[src/design/gpww_pkg.sv]
// Package with shared types, constants and command/status bundles of the word wrapper.
`timescale 1ns / 1ps
package gpww_pkg;

  localparam int unsigned MaxWord = 40;
  localparam int unsigned LenW    = $clog2(MaxWord + 1);
  localparam int unsigned PtrW    = $clog2(MaxWord);
  localparam int unsigned ColW    = 8;
  localparam int unsigned SumW    = ColW + 2;

  localparam logic [7:0] CharSp     = 8'h20;
  localparam logic [7:0] CharNl     = 8'h0a;
  localparam logic [7:0] WidthReset = 8'd40;

  typedef struct packed {
    logic       command;
    logic [7:0] in_byte;
  } in_item_t;

  typedef struct packed {
    logic [7:0] out_byte;
    logic       last_of_run;
    logic       word_truncated;
  } out_item_t;

  typedef enum logic [1:0] {
    EmitNl   = 2'd0,
    EmitSp   = 2'd1,
    EmitWord = 2'd2
  } emit_sel_e;

  // Commands from the controller to the datapath.
  typedef struct packed {
    logic      store_byte;
    logic      set_lhb;
    logic      clr_lhb;
    logic      ovf_clr;
    logic      col_len;
    logic      col_add;
    logic      col_clr;
    logic      bp_set;
    logic      bp_clr;
    logic      ptr_clr;
    logic      ptr_adv;
    logic      word_done;
    logic      emit;
    emit_sel_e emit_sel;
    logic      emit_last;
  } dp_cmd_t;

  // Status from the datapath to the controller.
  typedef struct packed {
    logic is_end;
    logic is_nl;
    logic is_sp;
    logic len_zero;
    logic col_zero;
    logic bp;
    logic lhb;
    logic fits;
    logic word_last;
    logic slot_free;
  } dp_stat_t;

endpackage

[src/design/greedy_paragraph_word_wrap.sv]
// Top level of the greedy paragraph word wrapper: controller plus datapath.
// Items: a word byte item is taken while idle and only buffered, with no result; a
//   separator or end item is taken while idle and its results, if any, follow.
// Throughput: the emit loop gives one result a cycle while the output slot is free
//   (the word buffer read port supplies one byte a cycle); items wait during a run.
// Reset: rst_ni (async, low) clears the line state and sets line_width to 40;
//   the word buffer itself is not cleared, only entries already written are read.
`timescale 1ns / 1ps
module greedy_paragraph_word_wrap (
  input  logic                clk_i,
  input  logic                rst_ni,
  input  logic                cfg_we_i,
  input  logic [7:0]          cfg_wdata_i,
  input  logic                in_valid_i,
  output logic                in_stall_o,
  input  gpww_pkg::in_item_t  in_item_i,
  output logic                out_valid_o,
  input  logic                out_stall_i,
  output gpww_pkg::out_item_t out_item_o
);
  import gpww_pkg::*;

  // Command and status bundles between controller and datapath.
  dp_cmd_t  cmd;
  dp_stat_t stat;

  // Controller: takes an item only when idle, then walks blank line,
  // separator, word bytes and closing newline one result per cycle while the slot is free.
  gpww_ctrl u_ctrl (
    .clk_i      (clk_i),
    .rst_ni     (rst_ni),
    .in_valid_i (in_valid_i),
    .in_stall_o (in_stall_o),
    .stat_i     (stat),
    .cmd_o      (cmd)
  );

  // Datapath: word buffer, column tracking, line_width register and the
  // output register that decouples the result side from the controller.
  gpww_datapath u_dp (
    .clk_i       (clk_i),
    .rst_ni      (rst_ni),
    .cfg_we_i    (cfg_we_i),
    .cfg_wdata_i (cfg_wdata_i),
    .in_item_i   (in_item_i),
    .out_stall_i (out_stall_i),
    .out_valid_o (out_valid_o),
    .out_item_o  (out_item_o),
    .cmd_i       (cmd),
    .stat_o      (stat)
  );

endmodule

[src/design/gpww_datapath.sv]
// Datapath: word buffer memory, line state registers and output register.
`timescale 1ns / 1ps
module gpww_datapath (
  input  logic                clk_i,
  input  logic                rst_ni,
  input  logic                cfg_we_i,
  input  logic [7:0]          cfg_wdata_i,
  input  gpww_pkg::in_item_t  in_item_i,
  input  logic                out_stall_i,
  output logic                out_valid_o,
  output gpww_pkg::out_item_t out_item_o,
  input  gpww_pkg::dp_cmd_t   cmd_i,
  output gpww_pkg::dp_stat_t  stat_o
);
  import gpww_pkg::*;

  logic [7:0]      mem [MaxWord];
  logic [7:0]      rd_q;
  logic [PtrW-1:0] ptr_q, ptr_d;
  logic [LenW-1:0] len_q, len_d;
  logic            ovf_q, ovf_d;
  logic [ColW-1:0] col_q, col_d;
  logic            lhb_q, lhb_d;
  logic            bp_q, bp_d;
  logic [7:0]      width_q;
  logic            out_valid_q, out_valid_d;
  out_item_t       out_q, out_d;
  logic [SumW-1:0] sum;
  logic            room;
  logic [7:0]      emit_byte;

  assign room = (len_q < LenW'(MaxWord));
  assign sum  = {2'b00, col_q} + SumW'(len_q) + SumW'(1);

  assign stat_o.is_end    = in_item_i.command;
  assign stat_o.is_nl     = (in_item_i.in_byte == CharNl);
  assign stat_o.is_sp     = (in_item_i.in_byte == CharSp);
  assign stat_o.len_zero  = (len_q == '0);
  assign stat_o.col_zero  = (col_q == '0);
  assign stat_o.bp        = bp_q;
  assign stat_o.lhb       = lhb_q;
  assign stat_o.fits      = (sum <= {2'b00, width_q});
  assign stat_o.word_last = (LenW'(ptr_q) == (len_q - LenW'(1)));
  assign stat_o.slot_free = !out_valid_q || !out_stall_i;

  // Read port: keep the byte at the pointer registered.
  always_comb begin
    ptr_d = ptr_q;
    if (cmd_i.ptr_clr) begin
      ptr_d = '0;
    end else if (cmd_i.ptr_adv) begin
      ptr_d = ptr_q + PtrW'(1);
    end
  end

  always_ff @(posedge clk_i) begin
    rd_q <= mem[ptr_d];
    if (cmd_i.store_byte && room) begin
      mem[len_q[PtrW-1:0]] <= in_item_i.in_byte;
    end
  end

  always_comb begin
    len_d = len_q;
    ovf_d = ovf_q;
    if (cmd_i.store_byte) begin
      if (room) begin
        len_d = len_q + LenW'(1);
      end else begin
        ovf_d = 1'b1;
      end
    end
    if (cmd_i.ovf_clr) begin
      ovf_d = 1'b0;
    end
    if (cmd_i.word_done) begin
      len_d = '0;
      ovf_d = 1'b0;
    end
  end

  always_comb begin
    col_d = col_q;
    if (cmd_i.col_len) begin
      col_d = ColW'(len_q);
    end else if (cmd_i.col_add) begin
      col_d = sum[ColW-1:0];
    end else if (cmd_i.col_clr) begin
      col_d = '0;
    end
    lhb_d = lhb_q;
    if (cmd_i.set_lhb) begin
      lhb_d = 1'b1;
    end else if (cmd_i.clr_lhb) begin
      lhb_d = 1'b0;
    end
    bp_d = bp_q;
    if (cmd_i.bp_set) begin
      bp_d = 1'b1;
    end else if (cmd_i.bp_clr) begin
      bp_d = 1'b0;
    end
  end

  always_comb begin
    case (cmd_i.emit_sel)
      EmitSp:   emit_byte = CharSp;
      EmitWord: emit_byte = rd_q;
      default:  emit_byte = CharNl;
    endcase
    out_d.out_byte       = emit_byte;
    out_d.last_of_run    = cmd_i.emit_last;
    out_d.word_truncated = (cmd_i.emit_sel == EmitWord) && ovf_q;
    out_valid_d = cmd_i.emit ? 1'b1 : (out_valid_q && out_stall_i);
  end

  always_ff @(posedge clk_i) begin
    if (cmd_i.emit) begin
      out_q <= out_d;
    end
  end

  always_ff @(posedge clk_i or negedge rst_ni) begin
    if (!rst_ni) begin
      ptr_q       <= '0;
      len_q       <= '0;
      ovf_q       <= 1'b0;
      col_q       <= '0;
      lhb_q       <= 1'b0;
      bp_q        <= 1'b0;
      width_q     <= WidthReset;
      out_valid_q <= 1'b0;
    end else begin
      ptr_q       <= ptr_d;
      len_q       <= len_d;
      ovf_q       <= ovf_d;
      col_q       <= col_d;
      lhb_q       <= lhb_d;
      bp_q        <= bp_d;
      out_valid_q <= out_valid_d;
      if (cfg_we_i) begin
        width_q <= cfg_wdata_i;
      end
    end
  end

  assign out_valid_o = out_valid_q;
  assign out_item_o  = out_q;

endmodule

[src/design/gpww_ctrl.sv]
// Controller: sequences the results of one item and drives datapath commands.
`timescale 1ns / 1ps
module gpww_ctrl (
  input  logic               clk_i,
  input  logic               rst_ni,
  input  logic               in_valid_i,
  output logic               in_stall_o,
  input  gpww_pkg::dp_stat_t stat_i,
  output gpww_pkg::dp_cmd_t  cmd_o
);
  import gpww_pkg::*;

  localparam logic [2:0] SIdle  = 3'd0;
  localparam logic [2:0] SBlank = 3'd1;
  localparam logic [2:0] SSep   = 3'd2;
  localparam logic [2:0] SWord  = 3'd3;
  localparam logic [2:0] SFinal = 3'd4;
  localparam logic [2:0] SPara  = 3'd5;

  logic [2:0] state_q, state_d;
  logic       is_end_q, is_end_d;
  logic       do_flush;

  always_comb begin
    state_d  = state_q;
    is_end_d = is_end_q;
    cmd_o    = '0;
    cmd_o.emit_sel = EmitNl;
    do_flush = 1'b0;

    unique case (state_q)
      SIdle: begin
        if (in_valid_i) begin
          if (stat_i.is_end) begin
            cmd_o.clr_lhb = 1'b1;
            if (stat_i.len_zero) begin
              cmd_o.ovf_clr = 1'b1;
              cmd_o.bp_clr  = 1'b1;
              if (!stat_i.col_zero) begin
                state_d = SFinal;
              end
            end else begin
              do_flush = 1'b1;
            end
          end else if (stat_i.is_nl) begin
            cmd_o.clr_lhb = 1'b1;
            if (!stat_i.lhb) begin
              if (!stat_i.col_zero) begin
                state_d = SPara;
              end
            end else begin
              do_flush = 1'b1;
            end
          end else if (stat_i.is_sp) begin
            cmd_o.set_lhb = 1'b1;
            do_flush = 1'b1;
          end else begin
            cmd_o.store_byte = 1'b1;
            cmd_o.set_lhb    = 1'b1;
          end
          // Start a word flush: empty words only drop the overflow mark.
          if (do_flush) begin
            if (stat_i.len_zero) begin
              cmd_o.ovf_clr = 1'b1;
            end else begin
              cmd_o.ptr_clr = 1'b1;
              is_end_d      = stat_i.is_end;
              if (stat_i.bp) begin
                state_d = SBlank;
              end else if (!stat_i.col_zero) begin
                state_d = SSep;
              end else begin
                cmd_o.col_len = 1'b1;
                state_d       = SWord;
              end
            end
          end
        end
      end
      SBlank: begin
        if (stat_i.slot_free) begin
          cmd_o.emit    = 1'b1;
          cmd_o.bp_clr  = 1'b1;
          cmd_o.col_len = 1'b1;
          state_d       = SWord;
        end
      end
      SSep: begin
        if (stat_i.slot_free) begin
          cmd_o.emit     = 1'b1;
          cmd_o.emit_sel = stat_i.fits ? EmitSp : EmitNl;
          cmd_o.col_add  = stat_i.fits;
          cmd_o.col_len  = !stat_i.fits;
          state_d        = SWord;
        end
      end
      SWord: begin
        if (stat_i.slot_free) begin
          cmd_o.emit      = 1'b1;
          cmd_o.emit_sel  = EmitWord;
          cmd_o.emit_last = stat_i.word_last && !is_end_q;
          if (stat_i.word_last) begin
            cmd_o.word_done = 1'b1;
            state_d = is_end_q ? SFinal : SIdle;
          end else begin
            cmd_o.ptr_adv = 1'b1;
          end
        end
      end
      SFinal: begin
        if (stat_i.slot_free) begin
          cmd_o.emit      = 1'b1;
          cmd_o.emit_last = 1'b1;
          cmd_o.col_clr   = 1'b1;
          cmd_o.bp_clr    = 1'b1;
          state_d         = SIdle;
        end
      end
      SPara: begin
        if (stat_i.slot_free) begin
          cmd_o.emit      = 1'b1;
          cmd_o.emit_last = 1'b1;
          cmd_o.col_clr   = 1'b1;
          cmd_o.bp_set    = 1'b1;
          state_d         = SIdle;
        end
      end
      default: begin
        state_d = SIdle;
      end
    endcase
  end

  assign in_stall_o = (state_q != SIdle);

  always_ff @(posedge clk_i or negedge rst_ni) begin
    if (!rst_ni) begin
      state_q  <= SIdle;
      is_end_q <= 1'b0;
    end else begin
      state_q  <= state_d;
      is_end_q <= is_end_d;
    end
  end

endmodule

[config.mk]
export PLATFORM = sky130hd
export DESIGN_NAME = greedy_paragraph_word_wrap
export DESIGN_NICKNAME = d
export VERILOG_FILES = /design/src/design/gpww_pkg.sv /design/src/design/greedy_paragraph_word_wrap.sv /design/src/design/gpww_datapath.sv /design/src/design/gpww_ctrl.sv
export SDC_FILE = /design/constraint.sdc
export NUM_CORES = 1
export LEC_CHECK = 0
export BUFFER_PORTS_ARGS = -buffer_cell sky130_fd_sc_hd__buf_2
export CORE_MARGIN = 2
export CORE_UTILIZATION = 38
export CTS_CLUSTER_DIAMETER = 100
export DETAILED_ROUTE_END_ITERATION = 10
export PLACE_DENSITY = 0.55
export SLEW_MARGIN = 20
export SYNTH_ARGS = -nofsm -noshare
export SYNTH_HDL_FRONTEND = slang
export SYNTH_SLANG_ARGS = --single-unit
[constraint.sdc]
create_clock -name clk_i -period 5.75 [get_ports clk_i]
set_clock_uncertainty 0.2 [all_clocks]
set_input_delay 0.575 -clock clk_i [delete_from_list [all_inputs] [get_ports clk_i]]
set_output_delay 0.575 -clock clk_i [all_outputs]
set_load 0.01 [all_outputs]
==> results of run 1 <==
-- synthesized netlist by cell type (11+ instances only) --
master,number
edfxtp_1,330
nand2_1,234
nand3_1,120
nor2_1,73
a21oi_1,62
mux2i_1,53
inv_1,36
dfrtp_1,34
o21ai_0,33
buf_2,31
clkbuf_1,21
ha_1,20
a31oi_1,18
a32oi_1,18
xnor2_1,15
a22oi_1,14
buf_4,13
and2_1,12
nor3_1,11
o211ai_1,11
or3_1,11
-- power by group through the flow --
stage,clock (mW),combinational (mW),sequential [mW]
3_3_place_gp,0,4.32,3.37
3_5_place_dp,0,4.35,3.37
6_report,2.58,4.34,3.32
4_1_cts,2.63,4.37,3.31
2_1_floorplan,0,3.17,3.28
5_1_grt,2.73,4.79,3.34
-- critical path: cells and delay by family (launching register included) --
kind                       cells  cell delay, ns
buffers and inverters          2            0.43
adders and majority gates      1            0.29
and+or+nand+nor                2            0.83
AOI/OAI and AO/OA              8            2.48
DFF                            1            0.55
-- flip-flops by register name, summed over array words and instances (netlist names) --
name              flops
u_dp.bp_q             1
u_dp.ovf_q            1
u_ctrl.state_q        3
u_dp.ptr_q            6
u_dp.col_q            8
u_dp.lhb_q            1
u_ctrl.is_end_q       1
u_dp.len_q            6
u_dp.width_q          8
u_dp.rd_q             8
u_dp.out_item_o      10
u_dp.out_valid_o      1
u_dp.mem            320
-- final timing paths --
kind                                  from               to
setup / recovery             u_dp.len_q[0]     u_dp.rd_q[2]
hold / removal              cfg_wdata_i[4]  u_dp.width_q[4]
setup reg to reg             u_dp.len_q[0]     u_dp.rd_q[2]
hold reg to reg            u_dp.width_q[3]  u_dp.width_q[3]
max in group asynchronous           rst_ni    u_dp.ptr_q[3]
min in group asynchronous           rst_ni       u_dp.lhb_q
-- routing by layer --
layer | GRT usage [%] | wire length (um)
met1 | 27.9 | 19600
met2 | 30.9 | 20000
met3 | 3.47 | 2610
met4 | 6.19 | 1230
met5 | 0 | 0
-- final cells by class --
class                           instances  area [um2]  share of cell area, %
Inverter                               38         145                  0.783
Clock inverter                         19         198                   1.07
Tap cell                              585         732                   3.95
Sequential cell                       374       11000                   59.2
Timing Repair Buffer                   64         438                   2.36
Clock buffer                           56        1110                   6.01
Multi-Input combinational cell        839        4940                   26.6
-- kinds of logic after synthesis --
family / Yosys count / synth area share, %
buffers and inverters: 109 / 3.18
AND/OR/NAND/NOR: 501 / 13.6
adder cells (fa/ha/maj): 21 / 1.65
flip-flops: 374 / 66.8
XOR/XNOR: 22 / 1.17
multiplexers: 64 / 4.05
AO/OA/AOI/OAI: 231 / 9.52
==> run_results.csv, run 1 <==
group,metric,value,unit
synth,count_of_flip_flops_with_a_built_in_enable_after_synthesis,330,
finish,antenna_cells_inserted,0,
synth,dominantRegCellSynth,"edfxtp_1",
global_routing,grt_antenna_before_repair,1,
placed_design,gp_congestion,0.826,
critical_path,crit_path_end_kind,"register",
synth,yosysWarnings,0,
timing,worst-slew-pin-transition,1.12,ns
placed_design,port_buffers,33,
global_routing,grt_remaining_overflow,0,
cts,cts.repair_timing.setup_buffer_count,0,
min_path,min-delay-path-class,"input port to register",
finish,fillCellCount,3920,
cts,clock-sinks,374,
finish,nets,1401,
finish,mostFrequentLayoutCells,"edfxtp_1, nand2_1, nand3_1",
placed_design,placed_cells_incl_taps,1899,
power,power.ir.vdd_worst,0.595,mV
finish,layout.cell_area.non_filler,0.0185,mm2
global_routing,first_pass_grt_wire_length,65500,um
critical_path,timing.critical_path.fanout_max,11,
power,p_total,10.2,mW
die,io-pin-count,34,
critical_path,worst_r2r_path_depth,13,
timing,hold_slack,0.0261,ns
timing,setup_total_negative_slack,0,ns
synth,synth_top_area_cell,"edfxtp_1",
critical_path,worst-setup-path-type,"register to register",
power,power_leakage,6.46,nW
placed_design,detailedPlacementHpwl,27800,um
synth,synth-seq-area-share,66.8,%
drt,post_drt_via_cell_ratio,5.38,
finish,share_of_cells_above_drive_strength_1,11.0,%
synth,number_of_flip_flops_and_latches_in_the_synthesized_netlist,374,
cts,cts_made_buffers,41,
timing,layout_min_cycle_time,4.84,ns
placed_design,post_dp_cell_area,0.0172,mm2
cts,clk-insertion-delay-late,0.57,ns
timing,report.final.setup_viol,0,
power,p_comb_share,42.4,%
die,initial_core_util,38.3,%
critical_path,max_stage_delay,0.55,ns
critical_path,critical_path_arrival,5.15,ns
power,power_per_cell_area,552,mW/mm2
cts,cts.repair.resized,0,
timing,max_freq,207,MHz
drt,final_antenna_net_count,0,
drt,routedWlPerCell,22.0,um
cts,cts-root-buf,"clkbuf_16",
timing,fin_ws,0.909,ns
cts,clock_tree.buffer_depth,3,
finish,area_growth_syn_to_layout,12.9,%
cts,tritoncts,"yes",
finish,final_common_cell,"edfxtp_1",
power,pwr-share-clk,25.2,%
power,net-switching-power,4.12,mW
critical_path,critical_path_startpoint_category,"register",
synth,synth_top_cells_by_area,"edfxtp_1, nand2_1, dfrtp_1",
die,floorplan.die.height,212,um
job,timing.max_cap.violations,0,
power,switching_share,40.2,%
drt,drc_errors,0,
synth,synthesis.area,0.0164,mm2
synth,postSynthNetCount,1365,
critical_path,critical_path.slowest_cell,"dfrtp_1",
die,rows,76,
power,p_int,6.13,mW
min_path,holdPathStages,3,
power,share_seq_of_total_power,32.4,%
cts,ctsHtreeMaxLevel,2,
timing,report.final.hold_viol_count,0,
timing,relSlewSlack,25.4,%
synth,synthDominantCellAreaShare,60.3,%
synth,library_cells_used_by_synthesis,72,
drt,route.vias.total,10600,
drt,first_pass_iters,5,
timing,rsz0062_at_grt,"false",
run_status,run_status,"complete, no violations",
global_routing,grt_start_max_net_pins,103,
die,die_area,0.0449,mm2
critical_path,ordered_list_of_cells_on_the_worst_path,"inv_1 > ha_1 > o21ba_2 > a221oi_1 > or2_0 > a211oi_1 > o21ai_2 > inv_2 > nand2_1 > o22a_1 > o2111ai_1 > a32oi_1 > o31a_1",
synth,synthesis.instances,1322,
drt,route.final.wire_length,43500,um
die,dieWidth,212,um
die,coreArea,0.0429,mm2
synth,ys_async_sr_fraction,9.63,%
timing,drv_slew,0,
global_routing,first_global_vias,10200,
timing,final_clock_period_utilization_by_the_worst_path,84.2,%
finish,utilization,43.2,%
critical_path,crit_required,6.06,ns
finish,final_cells,1975,
cts,register_clock_pin_slew_on_the_reported_worst_setup_and_hold_paths,0.06,ns
placed_design,placement.setup.worst_slack,0.896,ns
critical_path,reg2reg_setup_slack,0.91,ns
drt,detail_route.iter0.violations,1078,
global_routing,grt.total_usage,19.7,%
cts,ctsHoldBuffers,1,
synth,avgSynthCellArea,12.4,um2
No activity file was read; power rests on OpenSTA's default activity.
==> run 2, diff against run 1 <==
==> constraint.sdc (replaced) <==
create_clock -name clk_i -period 4.5 [get_ports clk_i]
set_clock_uncertainty 0.2 [all_clocks]
set_input_delay 0.45 -clock clk_i [delete_from_list [all_inputs] [get_ports clk_i]]
set_output_delay 0.45 -clock clk_i [all_outputs]
set_load 0.01 [all_outputs]
==> run 2 against run 1 <==
Setup slack got worse by 0.78 ns. Register-to-register slack got worse by 0.78 ns. Utilization increased by 1.0 points. Worst hold slack got worse by 0.0036 ns. Largest cell class unchanged. First-iteration DRC count increased by 8.3%. Clock power increased by 36%. Routed wire length increased by 1.6%. Critical path type unchanged. Highest routed layer is now met5. Sequential share of layout area decreased by 1.4 points. Global-route usage increased by 0.16 points. Count of clock-buffer cells in the layout decreased by 4.
==> run_results.csv, run 2 (synthesized netlist as in run 1, its figures left out) <==
group,metric,value,unit
critical_path,ordered_list_of_cells_on_the_worst_path,"buf_4 > inv_1 > ha_1 > xnor2_1 > nor4_4 > a22o_1 > a21oi_1 > mux2i_4 > inv_6 > buf_12 > buf_4 > mux2i_1 > mux2_2 > a21oi_1 > a21oi_1 > a211oi_2",
global_routing,first_pass_grt_wire_length,66200,um
power,pwr-share-clk,25.9,%
placed_design,detailedPlacementHpwl,29200,um
finish,final_common_cell,"edfxtp_1",
placed_design,gp_congestion,0.846,
cts,cts_made_buffers,42,
power,p_int,8.22,mW
timing,max_freq,229,MHz
cts,tritoncts,"yes",
drt,drc_errors,0,
critical_path,crit_required,4.76,ns
global_routing,grt_antenna_before_repair,2,
job,timing.max_cap.violations,0,
drt,first_pass_iters,5,
timing,fin_ws,0.130,ns
power,share_seq_of_total_power,30.9,%
global_routing,first_global_vias,10500,
drt,post_drt_via_cell_ratio,5.42,
placed_design,placement.setup.worst_slack,0.0167,ns
cts,ctsHtreeMaxLevel,2,
finish,antenna_cells_inserted,0,
global_routing,grt.total_usage,19.9,%
timing,rsz0062_at_grt,"false",
critical_path,critical_path_arrival,4.63,ns
power,power.ir.vdd_worst,0.618,mV
timing,layout_min_cycle_time,4.37,ns
power,switching_share,39.5,%
placed_design,port_buffers,33,
cts,cts-root-buf,"clkbuf_16",
critical_path,worst-setup-path-type,"register to register",
timing,report.final.setup_viol,0,
die,rows,76,
drt,detail_route.iter0.violations,1167,
min_path,min-delay-path-class,"input port to register",
timing,report.final.hold_viol_count,0,
timing,drv_slew,0,
die,coreArea,0.0429,mm2
global_routing,grt_remaining_overflow,0,
critical_path,max_stage_delay,0.38,ns
cts,clock-sinks,374,
drt,final_antenna_net_count,0,
finish,fillCellCount,3933,
power,p_comb_share,43.1,%
critical_path,crit_path_end_kind,"register",
die,initial_core_util,38.3,%
critical_path,critical_path.slowest_cell,"dfrtp_1",
cts,register_clock_pin_slew_on_the_reported_worst_setup_and_hold_paths,0.06,ns
power,power_leakage,6.71,nW
die,floorplan.die.height,212,um
drt,route.vias.total,10900,
finish,mostFrequentLayoutCells,"edfxtp_1, nand2_1, nand3_1",
timing,worst-slew-pin-transition,0.868,ns
finish,largest_register_ff_count,320,
cts,clock_tree.buffer_depth,3,
timing,final_clock_period_utilization_by_the_worst_path,97.1,%
die,die_area,0.0449,mm2
finish,area_growth_syn_to_layout,15.6,%
finish,multi_input_comb_area,0.00496,mm2
critical_path,timing.critical_path.fanout_max,50,
global_routing,grt_start_max_net_pins,103,
timing,relSlewSlack,41.9,%
critical_path,cpLargestDelayFamily,"compound AO/OA/AOI/OAI gates",
critical_path,critical_path_startpoint_category,"register",
cts,clk-insertion-delay-late,0.57,ns
run_status,run_status,"complete, no violations",
drt,routedWlPerCell,21.9,um
power,power_per_cell_area,715,mW/mm2
critical_path,worstPathBufferInverterCount,5,
drt,route.final.wire_length,44100,um
die,io-pin-count,34,
timing,setup_total_negative_slack,0,ns
finish,share_of_cells_above_drive_strength_1,13.6,%
die,dieWidth,212,um
finish,nets,1440,
finish,register_area,0.0110,mm2
power,net-switching-power,5.36,mW
critical_path,path_common_cell,"a21oi_1",
-- run 2: cell types whose count changed in the layout (fill, tap and decap cells not counted), sizes merged --
cell / previous run / this run
buf: 63 / 93
dlygate4sd3: 1 / 9
clkbuf: 56 / 52
bufinv: 3 / 6
clkinvlp: 1 / 2
inv: 39 / 40
-- run 2: metrics by stage --
step / std cells / power [mW] / hold WS [ns] / area [um2] / util, %
5_1_grt: 2014 / 14.3 / 0.0495 / 19000 / 44.3
3_3_place_gp: 1927 / 10.0 / 0.303 / 17400 / 40.7
2_1_floorplan: 1322 / 8.24 / -0.0456 / 16400 / -
6_report: 2014 / 13.6 / 0.0226 / 19000 / 44.3
3_5_place_dp: 1927 / 10.0 / 0.317 / 17400 / 40.7
4_1_cts: 2012 / 13.6 / 0.00776 / 18900 / 44.2
-- run 2: power groups by stage --
| stage | logic (mW) | registers (mW) | clock network (mW) |
|---|---|---|---|
| after global placement | 5.74 | 4.27 | 0 |
| after floorplan | 4.05 | 4.19 | 0 |
| final | 5.86 | 4.20 | 3.52 |
| after global routing | 6.39 | 4.22 | 3.71 |
| after detailed placement | 5.77 | 4.26 | 0 |
| after CTS | 5.80 | 4.19 | 3.58 |
-- run 2: area by class of cell --
cell class | count | area share, %
sequential | 374 | 57.8
multi-input combinational | 839 | 26.1
inverter | 38 | 0.778
clock inverter | 24 | 1.67
timing repair buffer | 102 | 3.98
tap | 585 | 3.86
clock buffer | 52 | 5.79
-- run 2: path summary, 6_finish.rpt --
check | cells past startpoint | slack (ns) | from | end
worst min register to register | 2 | 0.32 | u_dp.width_q[5] | u_dp.width_q[5]
min in group asynchronous | 2 | 0.33 | rst_ni | u_dp.width_q[6]
max in group asynchronous | 2 | 3.23 | rst_ni | u_dp.ptr_q[3]
worst max register to register | 16 | 0.13 | u_dp.len_q[0] | u_dp.rd_q[6]
worst min-delay path | 3 | 0.02 | cfg_we_i | u_dp.width_q[5]
worst max-delay path | 16 | 0.13 | u_dp.len_q[0] | u_dp.rd_q[6]
-- run 2: repair_timing --
| item | 4_1_cts | 5_1_grt |
|---|---|---|
| gates resized for setup | 0 | 9 |
| buffers inserted | 0 | 2 |
| setup endpoints to repair | 0 | 17 |
| hold buffers | 9 | 0 |
| hold endpoints to repair | 42 | 0 |
-- run 2: per-layer routing --
layer  share of wire, %  up-vias  track usage, %
li1                   -     5050               -
met2                 45      357            30.4
met3                6.8       74            4.47
met1                 45     5428            28.1
met4                2.9        2            6.61
met5              0.020        -               0
-- run 2: worst min-delay path, stage by stage --
cell and delay, ns:
buf_2 0.17, nand2_1 0.07, o21ai_0 0.08
==> run 3, diff against run 2 <==
--- a/config.mk
+++ b/config.mk
@@ -14,4 +14,5 @@
 export SLEW_MARGIN = 20
 export SYNTH_ARGS = -nofsm -noshare
 export SYNTH_HDL_FRONTEND = slang
+export SYNTH_HIERARCHICAL = 1
 export SYNTH_SLANG_ARGS = --single-unit
==> run 3 against run 2 <==
Utilization up 0.21 points. Fmax up 2.2%. Final area is 1.5% lower. Largest cell class unchanged.
==> run_results.csv, run 3 <==
group,metric,value,unit
run_status,run_status,"complete, no violations",
global_routing,grt_start_max_net_pins,92,
timing,max_freq,234,MHz
min_path,min-delay-path-class,"input port to register",
cts,clock_tree.buffer_depth,3,
finish,utilization,44.5,%
drt,post_drt_via_cell_ratio,5.53,
timing,report.final.hold_viol_count,0,
synth,yosysWarnings,6,
synth,yosys.cell_count.top_type,"edfxtp_1",
synth,dominantRegCellSynth,"edfxtp_1",
drt,route.final.wire_length,42700,um
critical_path,ordered_list_of_cells_on_the_worst_path,"inv_1 > ha_1 > nand3_1 > o21ai_0 > nor2_1 > a21oi_1 > a21oi_1 > nor3_1 > and2b_2 > mux2i_2 > or2_2 > inv_8 > mux4_2 > nand3_1 > nand2_1 > nor4_1 > nor4_1",
cts,clk-insertion-delay-late,0.56,ns
job,timing.max_cap.violations,0,
cts,cts_made_buffers,42,
global_routing,grt_antenna_before_repair,1,
finish,layout.cell_area.non_filler,0.0187,mm2
cts,ctsHtreeMaxLevel,2,
power,power_per_cell_area,733,mW/mm2
drt,first_pass_iters,5,
drt,route.vias.total,10600,
drt,routedWlPerCell,22.3,um
synth,synth-seq-area-share,67.7,%
power,share_seq_of_total_power,30.6,%
critical_path,worst_r2r_path_depth,17,
finish,area_growth_syn_to_layout,15.4,%
die,die_area,0.0443,mm2
synth,synthesis.area,0.0162,mm2
placed_design,gp_congestion,0.839,
power,power.ir.vdd_worst,0.483,mV
finish,final_common_cell,"edfxtp_1",
synth,postSynthNetCount,1309,
critical_path,critical_path.slowest_cell,"nor4_1",
global_routing,grt_remaining_overflow,0,
drt,drc_errors,0,
timing,fin_ws,0.223,ns
power,pwr-share-clk,23.7,%
critical_path,crit_required,4.71,ns
synth,synthDominantCellAreaShare,61.2,%
die,dieWidth,210,um
placed_design,port_buffers,33,
power,power_leakage,6.68,nW
critical_path,reg2reg_setup_slack,0.22,ns
die,rows,75,
critical_path,crit_path_end_kind,"register",
synth,synth_top_area_cell,"edfxtp_1",
timing,layout_min_cycle_time,4.28,ns
synth,number_of_flip_flops_and_latches_in_the_synthesized_netlist,374,
finish,nets,1387,
timing,worst-slew-pin-transition,1.10,ns
synth,avgSynthCellArea,12.8,um2
finish,antenna_cells_inserted,0,
critical_path,worst-setup-path-type,"register to register",
die,initial_core_util,38.5,%
critical_path,max_stage_delay,0.60,ns
placed_design,placement.setup.worst_slack,0.204,ns
timing,report.final.setup_viol,0,
placed_design,post_dp_cell_area,0.0172,mm2
synth,synth_top_cells_by_area,"edfxtp_1, dfrtp_1, nand2_1",
synth,synthesis.instances,1266,
finish,mostFrequentLayoutCells,"edfxtp_1, nand2_1, nor2_1",
global_routing,first_global_vias,10400,
synth,library_cells_used_by_synthesis,81,
drt,final_antenna_net_count,0,
critical_path,timing.critical_path.fanout_max,39,
global_routing,first_pass_grt_wire_length,64500,um
timing,final_clock_period_utilization_by_the_worst_path,95.0,%
timing,relSlewSlack,25.9,%
cts,cts-root-buf,"clkbuf_16",
finish,share_of_cells_above_drive_strength_1,15.6,%
timing,drv_slew,0,
power,p_comb_share,45.7,%
placed_design,detailedPlacementHpwl,27800,um
synth,synth_common_cells,"edfxtp_1, nand2_1, nor2_1, o21ai_0, nand3_1",
finish,largest_register_ff_count,320,
critical_path,critical_path_arrival,4.49,ns
die,floorplan.die.height,210,um
finish,fillCellCount,3830,
synth,count_of_flip_flops_with_a_built_in_enable_after_synthesis,330,
finish,multi_input_comb_area,0.00472,mm2
power,net-switching-power,5.44,mW
die,io-pin-count,34,
drt,detail_route.iter0.violations,932,
power,switching_share,39.7,%
synth,ys_async_sr_fraction,9.63,%
cts,clock-sinks,374,
power,p_int,8.26,mW
min_path,holdPathStages,2,
cts,tritoncts,"yes",
global_routing,grt.total_usage,19.5,%
cts,register_clock_pin_slew_on_the_reported_worst_setup_and_hold_paths,0.06,ns
cts,cts.repair_timing.setup_buffer_count,0,
finish,register_area,0.0110,mm2
die,coreArea,0.0420,mm2
critical_path,critical_path_startpoint_category,"register",
-- run 3: cell types whose count changed after synthesis, sizes merged, moves of 17 or more --
| cell | before | now |
|---|---|---|
| nand3 | 121 | 52 |
| a21oi | 63 | 28 |
| mux2i | 54 | 21 |
| and3 | 6 | 32 |
| nand2 | 234 | 210 |
| nor3 | 12 | 36 |
| o21ai | 37 | 61 |
| clkbuf | 21 | 44 |
| a32oi | 18 | 0 |
| a31oi | 18 | 35 |
-- run 3: final cells by class --
type | count | area share, %
Inverter | 32 | 0.709
Clock buffer | 58 | 6.05
Multi-Input combinational cell | 779 | 25.2
Tap cell | 539 | 3.61
Sequential cell | 374 | 58.7
Timing Repair Buffer | 115 | 4.89
Clock inverter | 18 | 0.850
-- run 3: per-layer routing --
layer	GRT usage [%]	share of wire [%]
met1	28.1	45
met2	29.9	45
met3	3.74	7.1
met4	6.07	2.5
met5	0	0
-- run 3: path summary, 6_finish.rpt --
path / start / endpoint
max in group asynchronous: rst_ni / u_dp/out_valid_o
min reg2reg: u_dp/width_q[0] / u_dp/width_q[0]
max reg2reg: u_dp/len_q[1] / u_dp/rd_q[7]
min in group asynchronous: rst_ni / u_dp/width_q[6]
min: cfg_we_i / u_dp/width_q[7]
max: u_dp/len_q[1] / u_dp/rd_q[7]
-- run 3: per-stage QoR --
stage	setup TNS [ns]	hold slack, ns	power [mW]	cells
6_report	0	0.0518	13.7	1915
5_1_grt	-0.110	0.0816	14.5	1915
4_1_cts	0	0.0210	13.7	1914
3_5_place_dp	0	0.308	10.4	1826
3_3_place_gp	0	0.308	10.3	1826
2_1_floorplan	0	-0.0456	8.31	1266
-- run 3: logic make-up after synthesis --
| kind of cell | count (synthesis) | share of synthesized area [%] |
|---|---|---|
| simple gates | 497 | 14.4 |
| flops | 374 | 67.7 |
| compound gates | 202 | 8.21 |
| buf+inv | 113 | 3.38 |
| mux | 37 | 3.27 |
| xor+xnor | 22 | 1.31 |
| fa+ha+maj | 21 | 1.67 |
-- run 3: power by group through the flow --
stage,clock network (mW),registers [mW],logic [mW]
3_3_place_gp,0,4.25,6.08
4_1_cts,3.32,4.17,6.16
5_1_grt,3.46,4.20,6.79
2_1_floorplan,0,4.15,4.16
3_5_place_dp,0,4.25,6.13
6_report,3.25,4.19,6.27
-- run 3: timing repair --
item                       4_1_cts  5_1_grt
setup endpoints to repair        0       24
hold endpoints to repair        42        0
gates resized for setup          0        9
hold buffers                    12        0
-- run 3: critical path, delay by kind of cell (launching register included) --
kind                     cells  cell delay, ns
AND/OR/NAND/NOR              9            1.88
multiplexers                 2            0.54
buffers and inverters        2            0.51
flip-flops                   1            0.41
adder cells (fa/ha/maj)      1            0.28
AO/OA/AOI/OAI                3            0.28
